`config.mk`:
```
export PLATFORM = sky130hd
export DESIGN_NAME = pcx_rle_decoder_top_flat
export DESIGN_NICKNAME = d
export VERILOG_FILES = /design/src/hw/rtl/pcx_rle_pkg.sv /design/src/hw/rtl/pcx_rle_if.sv /design/src/hw/rtl/pcx_rle_ctrl.sv /design/src/hw/rtl/pcx_rle_dp.sv /design/src/hw/rtl/pcx_rle_decoder_top.sv /design/src/flat_wrapper.sv
export SDC_FILE = /design/constraint.sdc
export NUM_CORES = 1
export LEC_CHECK = 0
export ABC_CLOCK_PERIOD_IN_PS = 6800
export BUFFER_PORTS_ARGS = -buffer_cell sky130_fd_sc_hd__buf_2
export CORE_ASPECT_RATIO = 0.5
export CORE_MARGIN = 2
export CORE_UTILIZATION = 52
export CTS_BUF_LIST = sky130_fd_sc_hd__clkbuf_2
export DETAILED_ROUTE_END_ITERATION = 10
export PLACE_DENSITY = 0.7
export SYNTH_ARGS = -nofsm -noshare
export SYNTH_HDL_FRONTEND = slang
export SYNTH_SLANG_ARGS = --single-unit
```
`constraint.sdc`:
```
create_clock -name clk -period 6.8 [get_ports clk]
set_input_delay 1.36 -clock clk [delete_from_list [all_inputs] [get_ports clk]]
set_output_delay 1.36 -clock clk [all_outputs]
set_load 0.01 [all_outputs]
```
`src/hw/rtl/pcx_rle_pkg.sv`:
```
`timescale 1ns / 1ps

package pcx_rle_pkg;

	localparam int BYTE_W  = 8;
	localparam int COUNT_W = 6;
	localparam int CFG_W   = 13;
	localparam int DATA_W  = 32;
	localparam int ADDR_W  = 3;

	localparam logic [BYTE_W-1:0] PREFIX_MASK = 8'hC0;

	localparam logic REG_WIDTH  = 1'b0;
	localparam logic REG_HEIGHT = 1'b1;

	localparam logic [CFG_W-1:0] WIDTH_RST  = 13'd640;
	localparam logic [CFG_W-1:0] HEIGHT_RST = 13'd480;

	// cycles for the image limit to follow a size write
	localparam logic [1:0] LIM_SETTLE = 2'd2;

	typedef struct packed {
		logic accept;
		logic emit;
	} cmd_t;

	typedef struct packed {
		logic lim_ok;
		logic will_emit;
		logic last;
	} sts_t;

endpackage

```
`src/hw/rtl/pcx_rle_if.sv`:
```
`timescale 1ns / 1ps

interface pcx_rle_in_if;
	logic                            valid;
	logic                            ready;
	logic [pcx_rle_pkg::BYTE_W-1:0]  code_byte;
	logic                            start_of_image;
	logic                            end_of_stream;

	modport source (output valid, code_byte, start_of_image, end_of_stream, input ready);
	modport sink (input valid, code_byte, start_of_image, end_of_stream, output ready);
endinterface

interface pcx_rle_out_if;
	logic                            valid;
	logic                            ready;
	logic [pcx_rle_pkg::BYTE_W-1:0]  pixel_byte;
	logic                            last_of_run;
	logic                            image_complete;

	modport source (output valid, pixel_byte, last_of_run, image_complete, input ready);
	modport sink (input valid, pixel_byte, last_of_run, image_complete, output ready);
endinterface

```
`src/hw/rtl/pcx_rle_ctrl.sv`:
```
`timescale 1ns / 1ps

module pcx_rle_ctrl (
	input  logic               clk,
	input  logic               arst_n,
	input  logic               in_valid,
	output logic               in_ready,
	output logic               out_valid,
	input  logic               out_ready,
	input  pcx_rle_pkg::sts_t  sts,
	output pcx_rle_pkg::cmd_t  cmd
);

	typedef enum logic {
		IDLE,
		EMIT
	} state_t;

	state_t state_q;

	assign in_ready   = (state_q == IDLE) && sts.lim_ok;
	assign out_valid  = (state_q == EMIT);
	assign cmd.accept = in_valid && in_ready;
	assign cmd.emit   = out_valid && out_ready;

	always_ff @(posedge clk or negedge arst_n) begin
		if (!arst_n) begin
			state_q <= IDLE;
		end else begin
			unique case (state_q)
				IDLE: begin
					if (cmd.accept && sts.will_emit) begin
						state_q <= EMIT;
					end
				end
				EMIT: begin
					if (cmd.emit && sts.last) begin
						state_q <= IDLE;
					end
				end
				default: state_q <= IDLE;
			endcase
		end
	end

endmodule

```
`src/hw/rtl/pcx_rle_dp.sv`:
```
`timescale 1ns / 1ps

module pcx_rle_dp #(
	parameter int BYTES_PER_PIXEL = 3,
	parameter int MAX_SIDE        = 4096
) (
	input  logic                                clk,
	input  logic                                arst_n,
	input  logic                                psel,
	input  logic                                penable,
	input  logic                                pwrite,
	input  logic [pcx_rle_pkg::ADDR_W-1:0]      paddr,
	input  logic [pcx_rle_pkg::DATA_W-1:0]      pwdata,
	output logic [pcx_rle_pkg::DATA_W-1:0]      prdata,
	input  logic [pcx_rle_pkg::BYTE_W-1:0]      code_byte,
	input  logic                                start_of_image,
	input  logic                                end_of_stream,
	input  pcx_rle_pkg::cmd_t                   cmd,
	output pcx_rle_pkg::sts_t                   sts,
	output logic [pcx_rle_pkg::BYTE_W-1:0]      pixel_byte,
	output logic                                last_of_run,
	output logic                                image_complete
);

	localparam int SIDE_RAW = $clog2(MAX_SIDE + 1);
	localparam int SIDE_W   = (SIDE_RAW < pcx_rle_pkg::CFG_W) ? SIDE_RAW : pcx_rle_pkg::CFG_W;
	localparam int BPP_W    = $clog2(BYTES_PER_PIXEL + 1);
	localparam int CNT_W    = 2 * SIDE_W + BPP_W;

	logic [pcx_rle_pkg::CFG_W-1:0]   width_q;
	logic [pcx_rle_pkg::CFG_W-1:0]   height_q;
	logic [SIDE_W-1:0]               width_c;
	logic [SIDE_W-1:0]               height_c;
	logic [2*SIDE_W-1:0]             area_q;
	logic [CNT_W-1:0]                lim_q;
	logic [1:0]                      settle_q;
	logic                            cfg_wr;

	logic                            awaiting_q;
	logic [pcx_rle_pkg::COUNT_W-1:0] pending_q;
	logic [CNT_W-1:0]                written_q;
	logic                            done_q;
	logic [pcx_rle_pkg::BYTE_W-1:0]  byte_q;
	logic [pcx_rle_pkg::COUNT_W-1:0] run_q;

	logic                            aw_eff;
	logic [pcx_rle_pkg::COUNT_W-1:0] pend_eff;
	logic                            full_eff;
	logic                            is_prefix;
	logic [CNT_W-1:0]                written_inc;
	logic                            hit_lim;

	assign cfg_wr = psel && penable && pwrite;

	always_comb begin
		if (width_q == '0) begin
			width_c = SIDE_W'(1);
		end else if (32'(width_q) > 32'(MAX_SIDE)) begin
			width_c = SIDE_W'(MAX_SIDE);
		end else begin
			width_c = width_q[SIDE_W-1:0];
		end
		if (height_q == '0) begin
			height_c = SIDE_W'(1);
		end else if (32'(height_q) > 32'(MAX_SIDE)) begin
			height_c = SIDE_W'(MAX_SIDE);
		end else begin
			height_c = height_q[SIDE_W-1:0];
		end
	end

	always_ff @(posedge clk or negedge arst_n) begin
		if (!arst_n) begin
			width_q  <= pcx_rle_pkg::WIDTH_RST;
			height_q <= pcx_rle_pkg::HEIGHT_RST;
			settle_q <= pcx_rle_pkg::LIM_SETTLE;
		end else begin
			if (cfg_wr) begin
				if (paddr[2] == pcx_rle_pkg::REG_WIDTH) begin
					width_q <= pwdata[pcx_rle_pkg::CFG_W-1:0];
				end else begin
					height_q <= pwdata[pcx_rle_pkg::CFG_W-1:0];
				end
				settle_q <= pcx_rle_pkg::LIM_SETTLE;
			end else if (settle_q != '0) begin
				settle_q <= settle_q - 2'd1;
			end
		end
	end

	// limit in two registered steps: area, then bytes per pixel
	always_ff @(posedge clk) begin
		area_q <= (2*SIDE_W)'(width_c) * (2*SIDE_W)'(height_c);
		lim_q  <= CNT_W'(area_q) * CNT_W'(BYTES_PER_PIXEL);
	end

	always_comb begin
		prdata = '0;
		if (paddr[2] == pcx_rle_pkg::REG_WIDTH) begin
			prdata[pcx_rle_pkg::CFG_W-1:0] = width_q;
		end else begin
			prdata[pcx_rle_pkg::CFG_W-1:0] = height_q;
		end
	end

	assign aw_eff      = start_of_image ? 1'b0 : awaiting_q;
	assign pend_eff    = start_of_image ? '0 : pending_q;
	assign full_eff    = !start_of_image && (done_q || (written_q >= lim_q));
	assign is_prefix   = (code_byte & pcx_rle_pkg::PREFIX_MASK) == pcx_rle_pkg::PREFIX_MASK;
	assign written_inc = written_q + CNT_W'(1);
	assign hit_lim     = (written_inc == lim_q);

	always_comb begin
		sts.lim_ok = (settle_q == '0);
		if (full_eff) begin
			sts.will_emit = 1'b0;
		end else if (aw_eff) begin
			sts.will_emit = (pend_eff != '0);
		end else begin
			sts.will_emit = !is_prefix;
		end
		sts.last = (run_q == pcx_rle_pkg::COUNT_W'(1)) || hit_lim;
	end

	assign pixel_byte     = byte_q;
	assign last_of_run    = sts.last;
	assign image_complete = hit_lim;

	always_ff @(posedge clk or negedge arst_n) begin
		if (!arst_n) begin
			awaiting_q <= 1'b0;
			pending_q  <= '0;
			written_q  <= '0;
			done_q     <= 1'b0;
			run_q      <= '0;
		end else if (cmd.accept) begin
			if (start_of_image) begin
				written_q <= '0;
			end
			done_q     <= full_eff;
			awaiting_q <= 1'b0;
			pending_q  <= '0;
			if (!full_eff) begin
				if (aw_eff) begin
					run_q <= pend_eff;
				end else if (is_prefix) begin
					// a prefix on the final word is dropped
					awaiting_q <= !end_of_stream;
					pending_q  <= end_of_stream ? '0 : code_byte[pcx_rle_pkg::COUNT_W-1:0];
				end else begin
					run_q <= pcx_rle_pkg::COUNT_W'(1);
				end
			end
		end else if (cmd.emit) begin
			written_q <= written_inc;
			run_q     <= run_q - pcx_rle_pkg::COUNT_W'(1);
			if (hit_lim) begin
				done_q <= 1'b1;
			end
		end
	end

	always_ff @(posedge clk) begin
		if (cmd.accept) begin
			byte_q <= code_byte;
		end
	end

endmodule

```
`src/hw/rtl/pcx_rle_decoder_top.sv`:
```
`timescale 1ns / 1ps
// latency: first decoded byte is valid the cycle after its code word is taken
// flow: no code word is taken while the bytes of the last one are still being emitted,
// and the receiver can stall each byte; a run is counted down by the single run counter
// a code word producing no bytes (prefix, zero run, full image) leaves the block idle
// reset: arst_n clears all decoding state but the byte and limit registers and sets the size to 640 x 480;
// no word is taken after reset or a size write until the settle counter has run down

module pcx_rle_decoder_top #(
	parameter int BYTES_PER_PIXEL = 3,
	parameter int MAX_SIDE        = 4096
) (
	input  logic                            clk,
	input  logic                            arst_n,
	input  logic                            psel,
	input  logic                            penable,
	input  logic                            pwrite,
	input  logic [pcx_rle_pkg::ADDR_W-1:0]  paddr,
	input  logic [pcx_rle_pkg::DATA_W-1:0]  pwdata,
	output logic [pcx_rle_pkg::DATA_W-1:0]  prdata,
	output logic                            pready,
	pcx_rle_in_if.sink                      code_in,
	pcx_rle_out_if.source                   pix_out
);

	pcx_rle_pkg::cmd_t cmd;
	pcx_rle_pkg::sts_t sts;

	assign pready = 1'b1;

	pcx_rle_ctrl u_ctrl (
		.clk       (clk),
		.arst_n    (arst_n),
		.in_valid  (code_in.valid),
		.in_ready  (code_in.ready),
		.out_valid (pix_out.valid),
		.out_ready (pix_out.ready),
		.sts       (sts),
		.cmd       (cmd)
	);

	pcx_rle_dp #(
		.BYTES_PER_PIXEL (BYTES_PER_PIXEL),
		.MAX_SIDE        (MAX_SIDE)
	) u_dp (
		.clk            (clk),
		.arst_n         (arst_n),
		.psel           (psel),
		.penable        (penable),
		.pwrite         (pwrite),
		.paddr          (paddr),
		.pwdata         (pwdata),
		.prdata         (prdata),
		.code_byte      (code_in.code_byte),
		.start_of_image (code_in.start_of_image),
		.end_of_stream  (code_in.end_of_stream),
		.cmd            (cmd),
		.sts            (sts),
		.pixel_byte     (pix_out.pixel_byte),
		.last_of_run    (pix_out.last_of_run),
		.image_complete (pix_out.image_complete)
	);

endmodule

```
`src/flat_wrapper.sv`:
```
// flat-port wrapper written by rule: the top's interface ports become plain ports
module pcx_rle_decoder_top_flat 
#(
	parameter int BYTES_PER_PIXEL = 3,
	parameter int MAX_SIDE        = 4096
)
  (clk, arst_n, psel, penable, pwrite, paddr, pwdata, prdata, pready, code_in_valid, code_in_code_byte, code_in_start_of_image, code_in_end_of_stream, code_in_ready, pix_out_valid, pix_out_pixel_byte, pix_out_last_of_run, pix_out_image_complete, pix_out_ready);
  pcx_rle_in_if code_in_i ();
  pcx_rle_out_if pix_out_i ();
  input  logic clk;
  input  logic arst_n;
  input  logic psel;
  input  logic penable;
  input  logic pwrite;
  input  logic [pcx_rle_pkg::ADDR_W-1:0] paddr;
  input  logic [pcx_rle_pkg::DATA_W-1:0] pwdata;
  output logic [pcx_rle_pkg::DATA_W-1:0] prdata;
  output logic pready;
  input wire logic [$bits(code_in_i.valid)-1:0] code_in_valid;
  input wire logic [$bits(code_in_i.code_byte)-1:0] code_in_code_byte;
  input wire logic [$bits(code_in_i.start_of_image)-1:0] code_in_start_of_image;
  input wire logic [$bits(code_in_i.end_of_stream)-1:0] code_in_end_of_stream;
  output wire logic [$bits(code_in_i.ready)-1:0] code_in_ready;
  output wire logic [$bits(pix_out_i.valid)-1:0] pix_out_valid;
  output wire logic [$bits(pix_out_i.pixel_byte)-1:0] pix_out_pixel_byte;
  output wire logic [$bits(pix_out_i.last_of_run)-1:0] pix_out_last_of_run;
  output wire logic [$bits(pix_out_i.image_complete)-1:0] pix_out_image_complete;
  input wire logic [$bits(pix_out_i.ready)-1:0] pix_out_ready;
  assign code_in_i.valid = code_in_valid;
  assign code_in_i.code_byte = code_in_code_byte;
  assign code_in_i.start_of_image = code_in_start_of_image;
  assign code_in_i.end_of_stream = code_in_end_of_stream;
  assign code_in_ready = code_in_i.ready;
  assign pix_out_valid = pix_out_i.valid;
  assign pix_out_pixel_byte = pix_out_i.pixel_byte;
  assign pix_out_last_of_run = pix_out_i.last_of_run;
  assign pix_out_image_complete = pix_out_i.image_complete;
  assign pix_out_i.ready = pix_out_ready;
  pcx_rle_decoder_top #(.BYTES_PER_PIXEL(BYTES_PER_PIXEL), .MAX_SIDE(MAX_SIDE)) u_core (.clk(clk), .arst_n(arst_n), .psel(psel), .penable(penable), .pwrite(pwrite), .paddr(paddr), .pwdata(pwdata), .prdata(prdata), .pready(pready), .code_in(code_in_i), .pix_out(pix_out_i));
endmodule
```
==> results.yml, run 1 <==
timing:
  period_needed_ps: 6410
  setup_viol: 0
  fin_crit_sh_pct: 94.2
  slew_headroom_pct: 29.9
  finClkSkew_ps: 51.1
  worstMarginPinSlew_ps: 1040
  slew_violations: 0
  hold_violations: 0
  fin_ws_ps: 391
  max_freq_mhz: 156
cts:
  clkSinkCount: 133
  postCtsSetupBuffers: 0
  cts_tree: "done"
  clock-root-buffer: "clkbuf_2"
  cts_buffers: 17
  worstSkewPairLatency_ps: 800
  htreeDepth: 4
  clockBufferDepth: 2
  cts.reportedPaths.clkPinSlew_ps: 210
  cts_hold_buf: 0
floorplanning:
  rows: 41
  die_area_um2: 27200
  start_util_pct: 53.0
  io_pins: 97
  die-width_um: 231
  die-height_um: 118
  coreArea_um2: 25300
worst_setup_path:
  cp_num_cells: 20
  r2r_cells: 20
  crit_buf_inv: 5
  slowest_delay_ps: 680
  criticalPathCategory: "register to register"
  crit_required_ps: 7460
  cp.arrival_ps: 7070
  crit_path_end_kind: "register"
  cp_top_family: "adder cells"
  cp_cell_sequence: "clkinvlp_4 > nand2_1 > nor2_1 > fa_1 > inv_1 > fa_1 > inv_1 > fa_1 > fa_1 > inv_1 > fa_1 > inv_1 > ha_1 > a2111oi_0 > o21a_1 > nor3_1 > o21a_1 > a21oi_1 > o21ai_0 > xor2_1"
  crit_fanout: 18
  start_kind: "register"
  crit_top_cell: "fa_1"
  slowest_stage: "dfrtp_1"
  ff2ff_setup_slack_ps: 390
placed_design:
  place_worst_setup_slack_ps: 407
  placed_area_um2: 14000
  gp_congestion: 0.928
  placed_cells: 1900
  hpwl_mm: 24.6
  port_buffers: 55
pwr:
  p_comb_share_pct: 65.0
  pwr_density_cell_nw_per_um2: 362
  power_frac_seq_pct: 24.7
  p_leak_nw: 6.95
  totalPowerFinal_mw: 5.17
  p_int_mw: 2.70
  clkPwrFrac_pct: 10.3
  swShare_pct: 47.7
  peakVddDrop_mv: 0.205
  p_sw_mw: 2.47
job:
  cap_violations: 0
final_layout:
  drive_above_1_share_pct: 10.3
  fin_area_um2: 14300
  finalNonFillerCells: 1933
  areaGrowthSynthToFinish_pct: 6.52
  multi_input_area_um2: 9130
  nNetsFinal: 1879
  nFillCells: 2256
  final_util_pct: 56.5
  seqCellArea_um2: 3110
synth:
  ys_top_cells_by_area: "fa_1 18%, ha_1 12%, dfrtp_1 12%"
  ys_seq_area_share_pct: 23.2
  avgSynthCellArea_um2: 8.77
  synth_edf_count: 8
  synth_top_cell_by_area: "fa_1"
  yosys_warnings: 0
  synth_ff_type: "dfrtp_1"
  synthArstFlopShare_pct: 53.4
  synth_cell_types: 71
  ys_ff_latch: 133
  synth_top_area_share_pct: 18.2
  syn_area_um2: 13400
  synth_cells: 1530
global_routing:
  grt_usage_pct: 24.1
  grt_pass1_wl_mm: 52.6
  grt_pass1_vias: 10520
  grt-ovfl-total: 0
  antenna_found_initial: 1
  grt_max_degree: 64
drt:
  via_count: 10631
  drc_errors: 0
  drtIter0Drc: 835
  ant_nets: 0
  routedWlPerCell_um: 16.2
  viasPerCell: 5.50
  detail_route.first_pass.iterations: 7
  routed_wl_mm: 31.2
outcome:
  outcome: "completed"
hold_path:
  hp-class: "input pin to asynchronous set/reset pin"
## through the flow
stage | hold slack (ps) | setup TNS, ps
after global placement | 345 | 0
after detailed placement | 361 | 0
after floorplan | 337 | 0
final | 351 | 0
after CTS | 285 | 0
after global routing | 257 | -25.3
## cell type report
class / count / area share [%]
multi-input cells: 1108 / 63.9
clock inverters: 12 / 1.08
clock buffers: 20 / 0.701
inverters: 233 / 6.15
flip-flops and latches: 133 / 21.7
repair buffers: 82 / 3.36
well taps: 344 / 3.01
diodes: 1 / 0.0175
## worst paths after layout
kind	from	endpoint
max in group asynchronous	arst_n	u_core.u_dp.written_q[13]
min in group clk	u_core.u_dp.area_q[0]	u_core.u_dp.lim_q[0]
setup reg to reg	u_core.u_dp.width_q[12]	u_core.u_dp.area_q[19]
setup / recovery	u_core.u_dp.width_q[12]	u_core.u_dp.area_q[19]
hold / removal	arst_n	u_core.u_dp.width_q[11]
hold reg to reg	u_core.u_dp.area_q[0]	u_core.u_dp.lim_q[0]
## synthesized netlist by cell type, types with 16 or more instances
library cell and n:
nand2b_1 16, clkbuf_1 45, nor2b_1 35, a21oi_1 61, buf_4 21, nand2_1 155, mux2_2 30, fa_1 122
dfxtp_1 54, dfrtp_1 64, nor2_1 121, xor2_1 26, ha_1 130, a21o_1 16, nand3_1 20, nand4_1 18
inv_1 231, nor3_1 22, and2_1 20, a31oi_1 21, xnor2_1 52, o21ai_0 59
## power by group through the flow
stage	combinational (mW)	sequential [mW]	clock, mW
2_1_floorplan	2.65	1.20	0
3_3_place_gp	3.24	1.28	0
3_5_place_dp	3.35	1.29	0
4_1_cts	3.37	1.27	0.548
5_1_grt	3.85	1.31	0.588
6_report	3.36	1.28	0.533
## cell usage in the layout (no fill, tap or decap), drive strengths merged, types with 52 or more instances in the layout
| cell type | n |
|---|---|
| a21oi | 61 |
| buf | 82 |
| dfrtp | 64 |
| dfxtp | 54 |
| fa | 122 |
| ha | 130 |
| inv | 235 |
| nand2 | 155 |
| nor2 | 121 |
| o21ai | 70 |
| xnor2 | 52 |
## flip-flops by register name (all words and copies together) (netlist names)
signal,count
u_core.u_dp.awaiting_q,1
u_core.u_dp.written_q,28
u_core.u_dp.width_q,13
u_core.u_dp.run_q,6
u_core.u_dp.area_q,26
u_core.u_ctrl.out_valid,1
u_core.u_dp.settle_q,2
u_core.u_dp.done_q,1
u_core.u_dp.lim_q,28
u_core.u_dp.pixel_byte,8
u_core.u_dp.height_q,13
u_core.u_dp.pending_q,6
## cell families after synthesis
logic type	after synthesis	synth area share, %
AO/OA/AOI/OAI	256	12.1
multiplexers	41	3.43
adder cells (fa/ha/maj)	252	30.3
flip-flops	133	23.2
other	2	0.0560
AND/OR/NAND/NOR	461	16.6
XOR/XNOR	78	5.09
buffers and inverters	307	9.24
## layer usage
| metal | track usage, % | vias to the layer above | part of all wire (%) |
|---|---|---|---|
| li1 | - | 5126 | - |
| met1 | 32.8 | 5144 | 46 |
| met2 | 39.2 | 308 | 47 |
| met3 | 4.72 | 53 | 4.9 |
| met4 | 6.85 | 0 | 2.3 |
| met5 | 0 | - | 0 |
## timing repair
item | 4_1_cts | 5_1_grt
endpoints found under the setup margin | 0 | 2
gates resized for setup | 0 | 1
hold endpoints to repair | 0 | 0
(Power assumes the default switching activity.)
==> inputs of run 2 (changes only) <==
- BUFFER_PORTS_ARGS: -buffer_cell sky130_fd_sc_hd__buf_2 -> -buffer_cell sky130_fd_sc_hd__clkbuf_2
==> run 2 against run 1 <==
Against the previous run:
- sequential share of layout area about the same
- non-clock buffer count rose by 3
- global-route usage grew 0.15 points
- sequential power about the same
- largest power group unchanged
- clock power hardly changed
- cell area grew 0.15%
==> results.yml, run 2 (synthesized netlist as in run 1, its figures left out) <==
outcome:
  outcome: "completed"
job:
  cap_violations: 0
worst_setup_path:
  cp.arrival_ps: 6990
  slowest_delay_ps: 540
  crit_path_end_kind: "register"
  timing.rr.end: "u_core.u_dp.area_q[24]"
  start_kind: "register"
  r2r_cells: 24
  slowest_stage: "fa_1"
  crit_required_ps: 7520
  ff2ff_setup_slack_ps: 540
  cp_cell_sequence: "nor4_1 > nand2_1 > nor4_1 > o21ai_1 > inv_1 > nand2_1 > fa_1 > fa_1 > inv_1 > fa_1 > fa_1 > inv_1 > fa_1 > inv_1 > ha_1 > and2_1 > o21ai_0 > o31ai_1 > o41ai_1 > buf_4 > o21ai_1 > a21o_1 > a21oi_1 > xnor2_1"
  criticalPathCategory: "register to register"
  crit_path_end: "u_core.u_dp.area_q[24]"
  crit_fanout: 5
  crit_top_cell: "fa_1"
  cp-startpoint: "u_core.u_dp.width_q[11]"
  r2r_start: "u_core.u_dp.width_q[11]"
timing:
  rsz0062_at_grt: "false"
  period_needed_ps: 6260
  fin_crit_sh_pct: 92.1
  fin_hold_ws_ps: 324
  hold_violations: 0
  setup_viol: 0
  slew_violations: 0
  final.setup.tns_ps: 0
  slew_headroom_pct: 26.4
  max_freq_mhz: 160
  worstMarginPinSlew_ps: 1090
  finClkSkew_ps: 67.8
final_layout:
  drive_above_1_share_pct: 10.5
  layout_common_cells: "231 x inv_1, 155 x nand2_1, 130 x ha_1"
  reg_top3: "u_core.u_dp.lim_q: 28 flops, u_core.u_dp.written_q: 28 flops, u_core.u_dp.area_q: 26 flops"
  final_common_cell: "inv_1"
  areaGrowthSynthToFinish_pct: 6.68
  nNetsFinal: 1882
floorplanning:
  die-height_um: 118
  coreArea_um2: 25300
  die-width_um: 231
  rows: 41
  start_util_pct: 53.0
  die_area_um2: 27200
  io_pins: 97
drt:
  drtIter0Drc: 787
  routed_wl_mm: 32.1
  via_count: 10706
  detail_route.first_pass.iterations: 5
  viasPerCell: 5.53
  ant_nets: 0
  routedWlPerCell_um: 16.6
  drc_errors: 0
cts:
  cts_hold_buf: 0
  clockBufferDepth: 2
  cts.reportedPaths.clkPinSlew_ps: 250
  clkSinkCount: 133
  htreeDepth: 4
  clock-root-buffer: "clkbuf_2"
  cts_tree: "done"
  worstSkewPairLatency_ps: 840
  cts_buffers: 17
global_routing:
  antenna_found_initial: 1
  grt-ovfl-total: 0
  grt_max_degree: 62
  grt_pass1_vias: 10715
  grt_usage_pct: 24.3
  grt_pass1_wl_mm: 52.8
pwr:
  swShare_pct: 48.5
  p_comb_share_pct: 65.3
  p_int_mw: 2.68
  totalPowerFinal_mw: 5.21
  p_sw_mw: 2.53
  p_leak_nw: 6.97
  clkPwrFrac_pct: 10.2
  pwr_density_cell_nw_per_um2: 364
  peakVddDrop_mv: 0.205
  power_frac_seq_pct: 24.5
placed_design:
  port_buffers: 55
  hpwl_mm: 25.2
  gp_congestion: 0.924
hold_path:
  hp-class: "input pin to asynchronous set/reset pin"
## run 2: cell type report
cell class	count	area, um2
Antenna cell	1	2.50
Clock buffer	17	85.1
Clock inverter	15	166
Fill cell	2246	11000
Inverter	233	878
Multi-Input combinational cell	1108	9130
Sequential cell	133	3110
Tap cell	344	430
Timing Repair Buffer	85	503
## run 2: power groups by stage
stage / combinational, mW / sequential [mW] / clock, mW
CTS: 3.39 / 1.27 / 0.548
floorplan: 2.65 / 1.20 / 0
finish: 3.40 / 1.28 / 0.534
detailed placement: 3.35 / 1.29 / 0
global route: 3.86 / 1.31 / 0.584
global placement: 3.24 / 1.28 / 0
## run 2: how the worst min path moves through the flow
stage	from	to	slack (ps)	cells past startpoint
2_1_floorplan	u_core.u_dp.area_q[0]	u_core.u_dp.lim_q[0]	340	0
3_3_place_gp	u_core.u_dp.area_q[0]	u_core.u_dp.lim_q[0]	360	0
3_5_place_dp	u_core.u_dp.area_q[0]	u_core.u_dp.lim_q[0]	370	0
4_1_cts	arst_n	u_core.u_dp.width_q[11]	240	1
5_1_grt	arst_n	u_core.u_dp.width_q[11]	230	1
6_report	arst_n	u_core.u_dp.width_q[11]	320	1
## run 2: metrics by stage
stage / cells / cell area (um2) / worst slack (ps) / util (%)
floorplan: 1548 / 13500 / 759 / -
global route: 1936 / 14300 / 79.7 / 56.6
detailed placement: 1900 / 14000 / 413 / 55.5
finish: 1936 / 14300 / 538 / 56.6
CTS: 1932 / 14300 / 355 / 56.5
global placement: 1900 / 14000 / 542 / 55.5
## run 2: worst max-delay path: cells and delay by family, from the launching register on
family / cells / cell delay (ps)
AND/OR/NAND/NOR: 5 / 890
flip-flops: 1 / 510
XOR/XNOR: 1 / 130
AO/OA/AOI/OAI: 7 / 1150
adder cells (fa/ha/maj): 6 / 2960
buffers and inverters: 5 / 530
## run 2: what timing repair did
item,4_1_cts,5_1_grt
setup endpoints to repair,0,5
gates resized for setup,0,2
setup buffers,0,3
endpoints found under the hold margin,0,0
## run 2: routing by layer
layer / vias up / track usage (%) / share of wire (%)
met5: - / 0 / 0
met4: 0 / 6.13 / 1.6
met3: 48 / 5.67 / 6.1
met2: 335 / 40.8 / 48
met1: 5198 / 31.6 / 45
li1: 5125 / - / -
